[config.mk]
export PLATFORM = sky130hd
export DESIGN_NAME = lruk_front
export DESIGN_NICKNAME = d
export VERILOG_FILES = /design/src/hdl/lruk_pkg.sv /design/src/hdl/lruk_front.sv
export SDC_FILE = /design/constraint.sdc
export NUM_CORES = 1
export LEC_CHECK = 0
export ABC_CLOCK_PERIOD_IN_PS = 2100
export BUFFER_PORTS_ARGS = -buffer_cell sky130_fd_sc_hd__buf_2
export CORE_UTILIZATION = 49
export CTS_CLUSTER_DIAMETER = 200
export DETAILED_ROUTE_END_ITERATION = 8
export PLACE_DENSITY = 0.8
export SYNTH_ARGS = -nofsm -noshare
export SYNTH_HDL_FRONTEND = slang
export SYNTH_SLANG_ARGS = --single-unit
[constraint.sdc]
create_clock -name clk -period 2.1 [get_ports clk]
set_input_delay 0.105 -clock clk [delete_from_list [all_inputs] [get_ports clk]]
set_output_delay 0.105 -clock clk [all_outputs]
set_load 0.05 [all_outputs]
[src/hdl/lruk_pkg.sv]
// Package with the shared types, operation codes and sizes of the LRU-K replacer.
`timescale 1ns / 1ps
package lruk_pkg;

  localparam int FRAME_COUNT = 64;
  localparam int MAX_K       = 8;
  localparam int FRAME_W     = $clog2(FRAME_COUNT);
  localparam int KIDX_W      = (MAX_K > 1) ? $clog2(MAX_K) : 1;
  localparam int HIST_AW     = FRAME_W + KIDX_W;
  localparam int TIME_W      = 32;
  localparam int K_W         = 4;
  localparam int CNT_W       = 4;
  localparam int TOTAL_W     = 7;
  localparam int MODE_W      = 3;
  localparam int STATUS_W    = 3;
  localparam int FIFO_DEPTH  = 2;
  localparam int K_RESET     = 2;

  // Byte address of the history_depth register on the configuration port.
  localparam logic [1:0] REG_HISTORY_DEPTH = 2'd0;

  localparam logic [MODE_W-1:0] MODE_ACCESS  = 3'd0;
  localparam logic [MODE_W-1:0] MODE_SETEVIC = 3'd1;
  localparam logic [MODE_W-1:0] MODE_PIN     = 3'd2;
  localparam logic [MODE_W-1:0] MODE_REMOVE  = 3'd3;
  localparam logic [MODE_W-1:0] MODE_EVICT   = 3'd4;

  localparam logic [STATUS_W-1:0] ST_OK        = 3'd0;
  localparam logic [STATUS_W-1:0] ST_RANGE     = 3'd1;
  localparam logic [STATUS_W-1:0] ST_UNTRACKED = 3'd2;
  localparam logic [STATUS_W-1:0] ST_PINNED    = 3'd3;
  localparam logic [STATUS_W-1:0] ST_EMPTY     = 3'd4;

  typedef struct packed {
    logic [MODE_W-1:0]  mode;
    logic [FRAME_W-1:0] frame_no;
  } in_item_t;

  typedef struct packed {
    logic [STATUS_W-1:0] status;
    logic [FRAME_W-1:0]  evicted_frame;
    logic [TOTAL_W-1:0]  evictable_count;
  } out_item_t;

  // Item as held in the queue, already classified by the front part.
  typedef struct packed {
    logic [MODE_W-1:0]  mode;
    logic [FRAME_W-1:0] frame_no;
    logic               range_err;
  } q_item_t;

  // Queue handshake between front and back.
  typedef struct packed {
    logic    valid;
    q_item_t item;
  } q_head_t;

endpackage

[src/hdl/lruk_front.sv]
// Front part: takes items from the command port, classifies them and queues them.
`timescale 1ns / 1ps
module lruk_front
  import lruk_pkg::*;
(
  input  logic     clk,
  input  logic     rst_n,
  input  logic     start,
  input  in_item_t in_item,
  output logic     busy,
  input  logic     pop,
  output q_head_t  head
);

  localparam int PTR_W = $clog2(FIFO_DEPTH);

  q_item_t              slot_r [FIFO_DEPTH];
  logic [PTR_W-1:0]     wr_ptr_r, wr_ptr_nxt;
  logic [PTR_W-1:0]     rd_ptr_r, rd_ptr_nxt;
  logic [PTR_W:0]       fill_r, fill_nxt;
  logic                 push;
  logic                 do_pop;
  q_item_t              cls;

  // Modes that address a frame reject an index past the table.
  always_comb begin
    cls.mode      = in_item.mode;
    cls.frame_no  = in_item.frame_no;
    cls.range_err = (in_item.mode <= MODE_REMOVE) &&
                    ({1'b0, in_item.frame_no} >= (FRAME_W+1)'(FRAME_COUNT));
  end

  assign busy   = (fill_r == (PTR_W+1)'(FIFO_DEPTH));
  assign push   = start && !busy;
  assign do_pop = pop && (fill_r != '0);

  always_comb begin
    wr_ptr_nxt = push ? wr_ptr_r + 1'b1 : wr_ptr_r;
    rd_ptr_nxt = do_pop ? rd_ptr_r + 1'b1 : rd_ptr_r;
    fill_nxt   = fill_r + (PTR_W+1)'(push) - (PTR_W+1)'(do_pop);
  end

  always_ff @(posedge clk) begin
    if (!rst_n) begin
      wr_ptr_r <= '0;
      rd_ptr_r <= '0;
      fill_r   <= '0;
    end else begin
      wr_ptr_r <= wr_ptr_nxt;
      rd_ptr_r <= rd_ptr_nxt;
      fill_r   <= fill_nxt;
    end
  end

  always_ff @(posedge clk) begin
    if (push) begin
      slot_r[wr_ptr_r] <= cls;
    end
  end

  assign head.valid = (fill_r != '0);
  assign head.item  = slot_r[rd_ptr_r];

endmodule

After elaboration in Yosys (flattened, before gate mapping). Memories as Yosys holds them, arrays and structs flattened. A register that Yosys moved wholly into a read port is not among the register bits. Cells that the tools add are included.

RAM bits: 18. Bits in registers: 4. Input port bits: 13. Latch bits: 0. ROM bits: 0. Memories: 1.

Memory list: slot_r (words 2, bits a word 9, read ports 1, clocked after Yosys merged registers in 1, write ports 1, RTL line lruk_front.sv:17) `q_item_t slot_r [FIFO_DEPTH];`.

Add/sub/neg operators: 4. Equal/unequal tests: 1. $lt $le $gt $ge: 0. Bitwise gates (word level): 0. Multipliers: 0. Shift operators: 0. Divide/modulo/power cells: 0. Reductions and logical operators: 4. Muxes and demuxes: 4.

Operators with widths (count): two-way mux 1 bit (4); adder 1 bit, second input constant (2); adder 2 x 1 -> 2 bit (1); == test 2 bit, second input constant (1); logical AND 1 bit (2); nonzero test 2 bit (1); subtractor 2 x 1 -> 2 bit (1); logical NOT 1 bit (1).

Depth between registers and ports, before layout.
Word-level depth: 5. Depth in mapped cells: 8. Depth with buffers taken out: 8.

Worst setup path after synthesis. OpenSTA, ideal clock, no wires.

Kind: reg-to-reg. From: reg fill_r[0]. To: reg fill_r[1]. Path buffers: 0. Stages on the path, launching flop included: 9. Data arrival time: 1424 ps. Setup time: 78 ps. Path slack: 598 ps. Path through: dfxtp_1 > nand2b_1 > nand2_1 > ha_1 > inv_1 > ha_1 > xor2_1 > and2_1 > nor3_1.

Longest elaborated chain between the ends: 5.

Ends and longest elaborated chain: start, declared (RTL line lruk_front.sv:20) `logic [PTR_W:0] fill_r, fill_nxt;`; start signal, assigned (RTL line lruk_front.sv:51) `fill_r <= fill_nxt;`; == test 2 bit (RTL line lruk_front.sv:33) `assign busy = (fill_r == (PTR_W+1)'(FIFO_DEPTH));`; logical NOT 1 bit (RTL line lruk_front.sv:34) `assign push = start && !busy;`; logical AND 1 bit (RTL line lruk_front.sv:34); adder 2 x 1 -> 2 bit (RTL line lruk_front.sv:40) `fill_nxt = fill_r + (PTR_W+1)'(push) - (PTR_W+1)'(do_pop);`; subtractor 2 x 1 -> 2 bit * (RTL line lruk_front.sv:40).

Every way passes the cells marked *; elsewhere a longest branch is shown, timed or not. A chain may end at the register's enable or synchronous reset.

Worst setup path after layout. Same ends and word-level chain as after synthesis.

==> results.md <==
- Number of cells on the critical path: 8
- Layout area overhead: 28.4%
- RR Endpoint: fill_r[1]
- Simple-gate share of the synthesized area: 7.24%
- Vias in the first global route: 530
- Initial antenna violation count: 0
- Pwr/cell area: 1300 nW/um^2
- CP dominant cell by count: ha_1
- FF+latch count, synth: 23
- Syn Nets: 72
- Reg clk slew, reported paths: 0.11 ns
- CP delay by family, top: simple AND/OR/NAND/NOR gates
- R2R depth: 8
- Placement-stage cell area: 1040 sq um
- H-tree depth reported by CTS: 1
- Fmax: 596 MHz
- Worst EP required: 2.32 ns
- Area of the die: 2010 sq um
- Synth top area share: 60.2%
- Largest family of logic cells by synthesized area: multiplexers
- Routability congestion estimate: 0.710
- Total negative slack: 0 ns
- Cell count after synthesis: 57
- CTS tree: built
- Number of library cell types mapped by synthesis: 18
- Top cells by area, synth: edfxtp_1 (60%), mux2_2 (11%), dfxtp_1 (11%), ha_1 (2.8%), buf_4 (1.7%)
- Synth warnings: 0
- Core area: 1730 sq um
- R2R setup slack: 0.42 ns
- First-pass GRT wire length: 2.13 mm
- Crit path from: fill_r[0]
- Worst Path Arrival: 1.90 ns
- CP endpoint kind: register
- Row count: 15
- Area leader, netlist: edfxtp_1
- Leakage power: 0.485 nW
- Ports: 25
- Mux share of post-synthesis cell area: 12.4%
- Grt ovf: 0
- Die width: 44.8 microns
- Clk_lat worst skew: 0.29 ns
- Syn Area/Cell: 15.8 sq um
- Setup bufs post-CTS: 0
- CTS buffer count: 3
- Number of violations of the max-capacitance limit: 0
- Worst hold path class: in2reg
- Crit path max fanout: 4
- Initial Utilization: 52.0%
- Layout Nets: 108
- Total Routing Usage GR: 15.5%
- CP Launch Type: register
- Wire length per cell: 12.1 microns
- Detailed Place HPWL: 942 microns
- RSZ-0062 raised after global routing: no
- Status: finished clean
- Worst Path Class, Setup: reg2reg
- Crit path largest cell delay: 0.39 ns
- Worst Skew: 0.00830 ns
- Via count: 530
- XOR/XNOR share of the synthesized area: 1.95%
- Largest net degree at the start of global routing: 13
- CP max stage cell: dfxtp_1
- Final Max Tran Viols: 0
- Worst VDD drop: 0.000792 V
- Adder-cell area share of the yosys netlist: 2.79%
- ANT cells: 0
- CP Capture Point: fill_r[1]
- First drt pass iteration count: 2
- Min Tclk post-route: 1.68 ns
- Fin. Hold Viols: 0
- Post-Route WL: 1.42 mm
- DR iter-0 viols: 3
- Period utilization: 79.9%
- Fin area: 1150 sq um
- Port Buffers: 23
- Layout cell share with drive strength beyond 1: 41.3%
- Post-synthesis sequential area ratio: 71.3%
- Routed Antenna Nets: 0
- # DRC: 0
- Via/cell ratio: 4.53
- Fillers: 145
- Worst path bufs/invs: 1
- Crit-path cells: nand2b_1 > nand2_1 > ha_1 > inv_1 > ha_1 > xor2_1 > and2_1 > nor3_1
- Longest Clk Path Bufs: 2
- TritonCTS Sinks: 23
- Post-Syn Area: 898 sq um
- Reg-to-reg startpoint: fill_r[0]
- Height of the chip: 44.8 microns
- Compound-Gate Fraction of Synth Area: 0.975%
- CTS root buffer: clkbuf_4
- # setup viols final: 0
==> state kept, by name (all words and copies together), names as in the netlist, named ones only <==
register  cells
fill_r        2
rd_ptr_r      1
wr_ptr_r      1
slot_r       18
==> worst reg2reg max path: stages, from the launching register on <==
cell	delay, ns
dfxtp_1	0.39
nand2b_1	0.17
nand2_1	0.11
ha_1	0.29
inv_1	0.04
ha_1	0.18
xor2_1	0.15
and2_1	0.15
nor3_1	0.12
==> cells in the final DEF (no fill, tap or decap) <==
cell and count:
clkbuf_1 1, ha_1 2, buf_4 1, and3_1 1, edfxtp_1 18, dlygate4sd3_1 9, mux2i_1 1, conb_1 1
buf_2 23, xor2_1 1, xnor2_1 1, o21a_2 1, dfxtp_1 5, clkbuf_4 3, or2_2 1, nand2_1 2
mux2_2 9, nor3_1 1, nor2_1 4, inv_1 3, and2_1 2, nand2b_1 2
==> timing repair <==
| item | 4_1_cts | 5_1_grt |
|---|---|---|
| gates resized for setup | 0 | 0 |
| hold buffers | 8 | 1 |
| endpoints found under the hold margin | 15 | 2 |
==> per-layer routing <==
metal,routed length (microns),part of all wire [%],GRT usage (%),vias to the layer above
met5,0,0,0,-
met3,46,3.2,3.60,2
li1,-,-,-,269
met2,780,55,29.4,17
met1,579,41,15.9,242
met4,10,0.71,7.27,0
==> cell families after synthesis <==
| family | Yosys count |
|---|---|
| fa+ha+maj | 2 |
| buf+inv | 5 |
| compound gates | 1 |
| other cells | 1 |
| xor+xnor | 2 |
| simple gates | 13 |
| mux | 10 |
| flops | 23 |
==> synthesized netlist by cell type <==
master	n
nor2_1	4
mux2_2	9
or2_2	1
conb_1	1
mux2i_1	1
edfxtp_1	18
buf_4	2
nand2b_1	2
o21a_2	1
nand2_1	2
and2_1	2
dfxtp_1	5
xor2_1	1
and3_1	1
xnor2_1	1
ha_1	2
nor3_1	1
inv_1	3
==> layout make-up <==
| cell class | count | area [sq um] | area share [%] |
|---|---|---|---|
| clock buffers | 4 | 26.3 | 2.28 |
| inverters | 3 | 11.3 | 0.976 |
| multi-input cells | 29 | 231 | 20.1 |
| flip-flops and latches | 23 | 641 | 55.5 |
| well taps | 25 | 31.3 | 2.71 |
| repair buffers | 33 | 213 | 18.4 |
==> worst min path at each step <==
stage	from	end	slack (ns)	cells after the start
finish	rst_n	fill_r[0]	0.06	2
global route	rst_n	fill_r[0]	0.05	2
CTS	in_item[1]	slot_r[1][1]	0.007	1
detailed placement	in_item[6]	slot_r[0][6]	0.30	1
global placement	in_item[8]	slot_r[0][8]	0.29	1
floorplan	in_item[0]	slot_r[0][0]	0.20	0
==> metrics by stage <==
step | power, mW | setup slack [ns] | utilization [%] | instances | hold slack [ns]
finish | 1.50 | 0.421 | 66.8 | 117 | 0.0629
global route | 1.58 | 0.246 | 66.8 | 117 | 0.0529
CTS | 1.51 | 0.410 | 66.2 | 116 | 0.00744
detailed placement | 1.31 | 0.411 | 60.1 | 104 | 0.296
global placement | 1.29 | 0.564 | 60.1 | 104 | 0.293
floorplan | 1.18 | 0.598 | - | 57 | 0.204
==> where the power goes <==
group	internal, mW	switching, mW
Clock	0.0738	0.115
Sequential	0.594	0.0606
Combinational	0.215	0.444
Power figures use the tool's default switching activity.
